$ cat config.mk
export PLATFORM = sky130hd
export DESIGN_NAME = vpdc_div
export DESIGN_NICKNAME = d
export VERILOG_FILES = /design/src/rtl/vpdc_pkg.sv /design/src/rtl/vpdc_div.sv
export SDC_FILE = /design/constraint.sdc
export NUM_CORES = 1
export LEC_CHECK = 0
export ABC_AREA = 0
export BUFFER_PORTS_ARGS = -buffer_cell sky130_fd_sc_hd__buf_2
export CAP_MARGIN = 0
export CORE_ASPECT_RATIO = 0.9
export CORE_MARGIN = 4
export CORE_UTILIZATION = 49
export CTS_CLUSTER_SIZE = 14
export DETAILED_ROUTE_END_ITERATION = 7
export HOLD_SLACK_MARGIN = 0.03
export PLACE_DENSITY = 0.74
export SETUP_SLACK_MARGIN = 0.02
export SYNTH_ARGS = -nofsm -noshare
export SYNTH_HDL_FRONTEND = slang
export SYNTH_SLANG_ARGS = --single-unit
$ cat constraint.sdc
create_clock -name i_clk -period 5.6 [get_ports i_clk]
set_input_delay 0.56 -clock i_clk [delete_from_list [all_inputs] [get_ports i_clk]]
set_output_delay 0.56 -clock i_clk [all_outputs]
set_load 0.02 [all_outputs]
$ cat src/rtl/vpdc_pkg.sv
package vpdc_pkg;

    typedef struct packed {
        logic signed [31:0] path_distance;
        logic signed [31:0] altitude;
        logic               hard_window;
        logic               final_sample;
    } t_in;

    typedef struct packed {
        logic signed [31:0] slope;
        logic [30:0]        speed_cap;
        logic [30:0]        accel_cap;
        logic [30:0]        jerk_cap;
        logic [3:0]         cap_flags;
        logic               constraint_active;
        logic               run_end;
        logic [30:0]        peak_slope;
        logic [30:0]        peak_curvature;
        logic [30:0]        peak_jerk;
        logic [30:0]        lowest_cap;
    } t_out;

    // divider: numerator left-aligned in DIV_W bits, CNT bits consumed
    localparam int DIV_W  = 74;
    localparam int ROOT_W = 28;

    localparam logic [6:0] CNT_DERIV = 7'd49;
    localparam logic [6:0] CNT_SPEED = 7'd39;
    localparam logic [6:0] CNT_ACCEL = 7'd55;
    localparam logic [6:0] CNT_JERK  = 7'd74;

    localparam logic [4:0] SQRT_TOP_BIT = 5'd27;
    localparam logic [4:0] CBRT_TOP_BIT = 5'd24;

    localparam logic [22:0] SPEED_LIM_MAX = 23'd6553600;
    localparam logic [25:0] JERK_LIM_MAX  = 26'd65536000;

    localparam logic [1:0] REG_CLIMB   = 2'd0;
    localparam logic [1:0] REG_DESCENT = 2'd1;
    localparam logic [1:0] REG_ACCEL   = 2'd2;
    localparam logic [1:0] REG_JERK    = 2'd3;

    function automatic logic [31:0] mag32(input logic signed [31:0] x);
        mag32 = x[31] ? (32'd0 - 32'(x)) : 32'(x);
    endfunction

    function automatic logic [30:0] sat31(input logic [31:0] x);
        sat31 = x[31] ? 31'h7FFF_FFFF : x[30:0];
    endfunction

endpackage

$ cat src/rtl/vpdc_div.sv
module vpdc_div (
    input  logic                         i_clk,
    input  logic                         i_rst_n,
    input  logic                         i_start,
    input  logic [vpdc_pkg::DIV_W-1:0]   i_num,
    input  logic [31:0]                  i_den,
    input  logic [6:0]                   i_cnt,
    output logic                         o_done,
    output logic [vpdc_pkg::DIV_W-1:0]   o_quo
);

    logic                         r_run;
    logic                         r_done;
    logic [6:0]                   r_cnt;
    logic [vpdc_pkg::DIV_W-1:0]   r_num;
    logic [vpdc_pkg::DIV_W-1:0]   r_quo;
    logic [31:0]                  r_rem;
    logic [31:0]                  r_den;
    logic [32:0]                  rem2;
    logic [32:0]                  rem_sub;
    logic                         ge;

    assign rem2    = {r_rem, r_num[vpdc_pkg::DIV_W-1]};
    assign ge      = rem2 >= {1'b0, r_den};
    assign rem_sub = rem2 - {1'b0, r_den};

    always_ff @(posedge i_clk) begin
        if (!i_rst_n) begin
            r_run  <= 1'b0;
            r_done <= 1'b0;
        end else begin
            r_done <= 1'b0;
            if (i_start) begin
                r_run <= 1'b1;
                r_cnt <= i_cnt;
                r_num <= i_num;
                r_den <= i_den;
                r_rem <= '0;
                r_quo <= '0;
            end else if (r_run) begin
                r_num <= {r_num[vpdc_pkg::DIV_W-2:0], 1'b0};
                r_rem <= ge ? rem_sub[31:0] : rem2[31:0];
                r_quo <= {r_quo[vpdc_pkg::DIV_W-2:0], ge};
                r_cnt <= r_cnt - 7'd1;
                if (r_cnt == 7'd1) begin
                    r_run  <= 1'b0;
                    r_done <= 1'b1;
                end
            end
        end
    end

    assign o_done = r_done;
    assign o_quo  = r_quo;

endmodule

## Word level (Yosys, flattened, before mapping)

Cells that the tools add are included.

| word-level totals | value |
|---|---|
| flip-flop bits (word level) | 221 |
| input bits | 116 |

| operators by class | value |
|---|---|
| $add $sub $neg | 2 |
| $lt $le $gt $ge | 1 |
| eq/ne operators | 1 |
| multiplexer cells | 11 |
| bitwise gates (word level) | 2 |
| reduce and logical (&&, ||, !) cells | 4 |

Operators with widths:

| cell | count |
|---|---|
| $mux 74 | 3 |
| $mux 32 | 2 |
| $ge 33x32->1 | 1 |
| $sub 32x32->32 | 1 |
| $mux 7 | 2 |
| $eq 7x1->1 const B | 1 |
| $sub 7x1->7 const B | 1 |
| $mux 1 | 4 |
| $reduce_and 2->1 | 2 |
| $reduce_or 3->1 | 1 |
| $not 1->1 | 2 |
| $reduce_bool 2->1 | 1 |

## Longest topological paths before layout

Gate-level depths: netlist of the first run.

| depth | value |
|---|---|
| word-level depth | 4 |
| gate-level depth with buffers | 14 |

## Worst setup path after synthesis of the first run

OpenSTA, ideal clock, no wires.

| path | value |
|---|---|
| kind | input -> register |
| start | input port i_start |
| end | register r_quo (netlist bit o_quo[0]) (enable) |
| library setup time | 0.564 ns |
| data arrival time | 5.352 ns |
| required time | 5.036 ns |
| path slack | -0.316 ns |
| stages | 3 |
| buffers on the path | 2 |
| cell sequence | clkbuf_1 -> clkbuf_1 -> o21a_1 |

| on the way | value |
|---|---|
| longest elaborated chain between the ends | 2 |

RTL lines:

| item | line | text |
|---|---|---|
| from (decl) | vpdc_div.sv:4 | `input logic i_start,` |
| $reduce_bool 2->1 (no source line) | -- |  |
| $reduce_and 2->1 (no source line) | -- |  |
| to (signal assigned) | vpdc_div.sv:43 | `r_quo <= {r_quo[vpdc_pkg::DIV_W-2:0], ge};` |
| to (decl) | vpdc_div.sv:16 | `logic [vpdc_pkg::DIV_W-1:0] r_quo;` |

No other way between the ends.
A chain may end at the register's enable or synchronous reset.

## Final worst setup path of the first run

| path | value |
|---|---|
| start | register r_rem[9] |
| end | register r_rem[16] (data pin) |

| on the way | value |
|---|---|
| longest elaborated chain between the ends | 3 |

RTL lines:

| item | line | text |
|---|---|---|
| from (decl) | vpdc_div.sv:17 | `logic [31:0] r_rem;` |
| from (signal assigned) | vpdc_div.sv:42 | `r_rem <= ge ? rem_sub[31:0] : rem2[31:0];` |
| $sub 32x32->32 / $ge 33x32->1 (equally long branches) | vpdc_div.sv:25, vpdc_div.sv:24 |  |
| $mux 32 * | vpdc_div.sv:42 |  |
| $mux 32 * | vpdc_div.sv:40 | `end else if (r_run) begin` |

Mark *: on every way between the ends. The rest lies on a longest branch, timed or not. The select of a mux whose other input is x is not followed.

==> results of run 1 <==
-- cell usage in the layout, fill, tap and decap left out, types with 4 or more instances in the layout --
master,n
edfxtp_1,219
buf_2,189
nor2b_1,74
mux2_2,73
nor2_1,42
inv_1,40
ha_1,34
nand2_1,31
a21oi_1,25
clkbuf_16,25
a21o_1,23
o21ai_0,20
mux2i_1,18
xnor2_1,14
xor2_1,13
a211oi_1,9
nand3_1,9
nand4_1,8
o2111ai_1,7
a21oi_2,6
nor3_1,6
or3_1,5
a211oi_2,5
o21a_1,5
clkinvlp_4,5
nand2b_1,4
bufinv_16,4
-- per-layer routing --
layer  part of all wire  GRT usage  wire (µm)
met4              0.028    0.05199        629
met2               0.44     0.2738       9769
met1               0.45     0.2556      10040
met5             0.0018          0         40
met3              0.081    0.05403       1797
-- area by class of cell --
type | instances | area (µm²)
fillers | 1805 | 8821
flip-flops and latches | 221 | 6616
multi-input cells | 490 | 3786
repair buffers | 194 | 999.7
clock buffers | 28 | 636.9
well taps | 291 | 364.1
clock inverters | 15 | 188.9
inverters | 40 | 150.1
diodes | 2 | 5.005
-- metrics by stage --
stage	hold slack [ns]	cells	cell area [µm²]
CTS	0.2014	1279	12740
global route	0.2054	1281	12750
finish	0.2255	1281	12750
detailed placement	0.4385	1236	11920
global placement	0.4306	1236	11920
floorplan	0.4144	789	10730
-- registers in the layout (all words and copies together), names as in the netlist --
signal and flops:
r_cnt 7, o_done 1, o_quo 74, r_den 32, r_run 1, r_num 74
r_rem 32
-- kinds of logic (layout without fill, tap and decap cells) --
kind of cell,Yosys count,in the layout,share of synthesized area
flip-flops,221,221,0.6170
AND/OR/NAND/NOR,204,204,0.1031
AO/OA/AOI/OAI,133,133,0.09124
multiplexers,91,91,0.09345
buffers and inverters,78,277,0.03162
adder cells (fa/ha/maj),35,35,0.04154
XOR/XNOR,27,27,0.02205
other,0,2,0
-- power by group through the flow --
stage	Combinational (µW)	Sequential, µW	Clock, µW
global placement	710	2050	0
finish	722	2020	1650
floorplan	507	2080	0
detailed placement	721	2050	0
CTS	724	2020	1690
global route	800	2030	1750
-- path summary, 6_finish.rpt --
kind / to / slack (ns)
setup / recovery: r_rem[16]$_SDFFCE_PP0P_ / 2.02
hold / removal: r_den[3]$_DFFE_PP_ / 0.23
setup reg to reg: r_rem[16]$_SDFFCE_PP0P_ / 2.02
hold reg to reg: o_done$_SDFF_PP0_ / 0.45
==> results.json, run 1 <==
{
  "ys_warn_count": 0,
  "core-area_um2": 21570,
  "synth_ff_type": "edfxtp_1",
  "clk_pin_slew_ns": 0.06,
  "hp-start": "i_den[3]",
  "crit_family": "compound AO/OA/AOI/OAI gates",
  "syn_inst": 789,
  "ir_drop_mv": 0.2474,
  "yosys.area.top_type": "edfxtp_1",
  "total_power_uw": 4389,
  "period_minus_slack_ns": 3.579,
  "fin_tns_setup_ns": 0,
  "postCtsSetupBuffers": 0,
  "status": "completed",
  "avgRoutedWirePerCell_um": 17.39,
  "worst_slew_pin_slew_ns": 1.013,
  "synthToLayoutAreaGrowth_pct": 18.87,
  "clk-insertion-delay-late_ns": 0.51,
  "synth_edf_count": 219,
  "timing_worst_setup_path_type": "flop to flop",
  "cp.depth": 10,
  "power.density_nw_per_um2": 344.3,
  "cap_violations": 0,
  "ys_ff_latch": 221,
  "timing.rr.start": "r_rem[9]$_SDFFCE_PP0P_",
  "root_buffer": "clkbuf_16",
  "power.internal_uw": 3275,
  "seq_area_frac_synth": 0.6170,
  "yosysTopAreaCellShare": 0.6132,
  "place_congestion": 0.9189,
  "antenna_found_initial": 5,
  "crit_start": "r_rem[9]$_SDFFCE_PP0P_",
  "drc": 0,
  "critPathLaunchType": "flop",
  "fmax_ghz": 0.2794,
  "numClockSinks": 221,
  "fp.dieW_um": 163.9,
  "cts_resized": 0,
  "nNetsFinal": 1122,
  "globalRouteOverflowTotal": 0,
  "end_kind": "flop",
  "grt_max_degree": 103,
  "worstPathCellList": "ha_1 > and3_4 > nand3_1 > a211o_1 > a21o_1 > and2_4 > o211ai_4 > buf_4 > mux2i_1 > nor2_1",
  "power_frac_comb": 0.165,
  "synth_common_cells": "edfxtp_1, nor2b_1, mux2_2",
  "yosysMostFrequentCell": "edfxtp_1",
  "synth.area.top_cells": "edfxtp_1, mux2_2, nor2b_1, ha_1, mux2i_1",
  "power_frac_seq": 0.461,
  "dp_slack_ns": 2.057,
  "via_per_inst": 5.316,
  "cp.required_ns": 5.83,
  "clock_power_share": 0.375,
  "p_sw_uw": 1115,
  "ff2ff_path_depth": 10,
  "antenna_left": 0,
  "routed_wl_mm": 22.28,
  "ys_types": 65,
  "drt-initial-drc-count": 408,
  "timing.slew.headroom": 0.3247,
  "grt_setup_unrepaired": "no",
  "setup_viol_count_final": 0,
  "drive_gt1_frac": 0.3350,
  "dp_hpwl_mm": 15.18,
  "drtPass1Iterations": 5,
  "layout_setup_ws_ns": 2.021,
  "hold_depth": 1,
  "synth-async-reset-ratio": 0,
  "cts_hold_buffers": 0,
  "cts_tree": "yes",
  "path_max_fanout": 21,
  "rows": 51,
  "start_util": 0.4972,
  "dieArea_um2": 24320,
  "hold_viol": 0,
  "cpPeakStageDelay_ns": 0.61,
  "htreeDepth": 1,
  "path_buf_inv": 1,
  "portBuffers": 190,
  "grt_first_pass_wirelength_mm": 35.48,
  "finalCritPeriodShare": 0.6391,
  "cts_buffer_depth": 3,
  "io_pins": 191,
  "hp-class": "input port to flop",
  "slowest_stage": "o211ai_4",
  "first_global_vias": 6717,
  "switching_share": 0.2539,
  "syn_nets": 940,
  "synth.avg_cell_area_um2": 13.59,
  "cts_made_buffers": 24,
  "die_y_um": 148.3,
  "vias": 6810,
  "arrival_ns": 3.80,
  "grt_usage": 0.1809,
  "fin_util": 0.5910,
  "leakage_uw": 0.005073,
  "final_max_slew_viol_count": 0,
  "fin_worst_skew_ns": 0.009103,
  "synthesis.area_um2": 10720
}
Power figures use the tool's default switching activity.
==> run 2, diff against run 1 <==
Settings changed: PLACE_DENSITY 0.74 to 0.71.
Clock period 5.6 ns to 3.55 ns, I/O delays scaled along.
==> results.json, run 2 (synthesized netlist as in run 1, its figures left out) <==
{
  "clk_pin_slew_ns": 0.06,
  "fp.dieW_um": 163.9,
  "power.density_nw_per_um2": 544.8,
  "portBuffers": 190,
  "rows": 51,
  "cap_violations": 0,
  "drive_gt1_frac": 0.3330,
  "place_congestion": 0.8767,
  "hp-class": "input port to flop",
  "leakage_uw": 0.005326,
  "timing_worst_setup_path_type": "flop to flop",
  "root_buffer": "clkbuf_16",
  "finalCritPeriodShare": 0.9145,
  "ff2ff_path_depth": 10,
  "drtPass1Iterations": 5,
  "die_y_um": 148.3,
  "path_buf_inv": 1,
  "grt_first_pass_wirelength_mm": 36.77,
  "ir_drop_mv": 0.3634,
  "period_minus_slack_ns": 3.246,
  "cts_made_buffers": 25,
  "grt_usage": 0.1872,
  "cts_tree": "yes",
  "arrival_ns": 3.48,
  "end_kind": "flop",
  "fmax_ghz": 0.3080,
  "final_common_cell": "edfxtp_1",
  "start_util": 0.4972,
  "antenna_left": 0,
  "drt-initial-drc-count": 381,
  "first_global_vias": 6895,
  "avgRoutedWirePerCell_um": 17.41,
  "clk-insertion-delay-late_ns": 0.51,
  "antenna_found_initial": 6,
  "cpPeakStageDelay_ns": 0.59,
  "core-area_um2": 21570,
  "fin_tns_setup_ns": 0,
  "slowest_stage": "a2111oi_4",
  "dieArea_um2": 24320,
  "status": "completed",
  "path_max_fanout": 20,
  "cts_buffer_depth": 3,
  "cp.depth": 10,
  "final_max_slew_viol_count": 0,
  "grt_max_degree": 121,
  "htreeDepth": 1,
  "hold_depth": 1,
  "hold_viol": 0,
  "critPathLaunchType": "flop",
  "io_pins": 191,
  "synthToLayoutAreaGrowth_pct": 23.91,
  "worstPathCellList": "ha_1 > a21o_1 > a21o_1 > a21oi_2 > a21oi_2 > a2111oi_4 > o211ai_4 > buf_12 > mux2i_1 > nor2_1",
  "numClockSinks": 221,
  "crit_family": "compound AO/OA/AOI/OAI gates",
  "fin_worst_skew_ns": 0.01075,
  "grt_setup_unrepaired": "no",
  "nNetsFinal": 1163,
  "globalRouteOverflowTotal": 0,
  "layout.cells.most_common_list": "edfxtp_1, buf_2, nor2b_1",
  "cp.required_ns": 3.78,
  "worst_slew_pin_slew_ns": 0.8706,
  "routed_wl_mm": 23.06,
  "dp_hpwl_mm": 15.47,
  "via_per_inst": 5.238,
  "drc": 0,
  "timing.slew.headroom": 0.4196,
  "fin_util": 0.6161,
  "vias": 6940,
  "setup_viol_count_final": 0
}
run 2: layout make-up:
class	instances	area (µm²)
fillers	1726	8280
flip-flops and latches	221	6616
multi-input cells	490	3786
repair buffers	234	1450
clock buffers	26	629.4
well taps	291	364.1
clock inverters	19	281.5
inverters	40	150.1
diodes	4	10.01
run 2: per-layer routing:
layer,part of all wire,vias to the layer above,global-route usage
li1,-,3380,-
met1,0.45,3293,0.2608
met2,0.44,222,0.2917
met3,0.080,41,0.05098
met4,0.025,4,0.05157
met5,0.0012,-,0
run 2: power breakdown:
part	leakage (µW)	switching [µW]	internal [µW]
registers	0.00213	77.3	3110
logic	0.00276	676	529
clock network	0.000440	1050	1800
run 2: final timing paths:
| kind | startpoint | end | slack (ns) |
|---|---|---|---|
| hold reg to reg | r_run$_SDFF_PN0_ | o_done$_SDFF_PP0_ | 0.44 |
| setup / recovery | r_rem[25]$_SDFFCE_PP0P_ | r_rem[17]$_SDFFCE_PP0P_ | 0.30 |
| hold / removal | i_den[1] | r_den[1]$_DFFE_PP_ | 0.06 |
| setup reg to reg | r_rem[25]$_SDFFCE_PP0P_ | r_rem[17]$_SDFFCE_PP0P_ | 0.30 |
run 2: stage by stage:
step / hold WS, ns / power (µW) / instances / area, µm² / setup slack (ns)
after floorplan: 0.4254 / 4082 / 789 / 10730 / 0.7585
after global placement: 0.4391 / 4389 / 1246 / 12070 / 0.4630
after detailed placement: 0.4374 / 4409 / 1246 / 12070 / 0.3345
after CTS: 0.04845 / 7300 / 1321 / 13280 / 0.3516
after global routing: 0.03864 / 7568 / 1325 / 13290 / 0.04591
final: 0.05557 / 7239 / 1325 / 13290 / 0.3035
run 2: what timing repair did:
item                      CTS  global route
buffers inserted            0             0
hold buffers               30             0
gates resized for setup     0             0
hold endpoints to repair   30             0
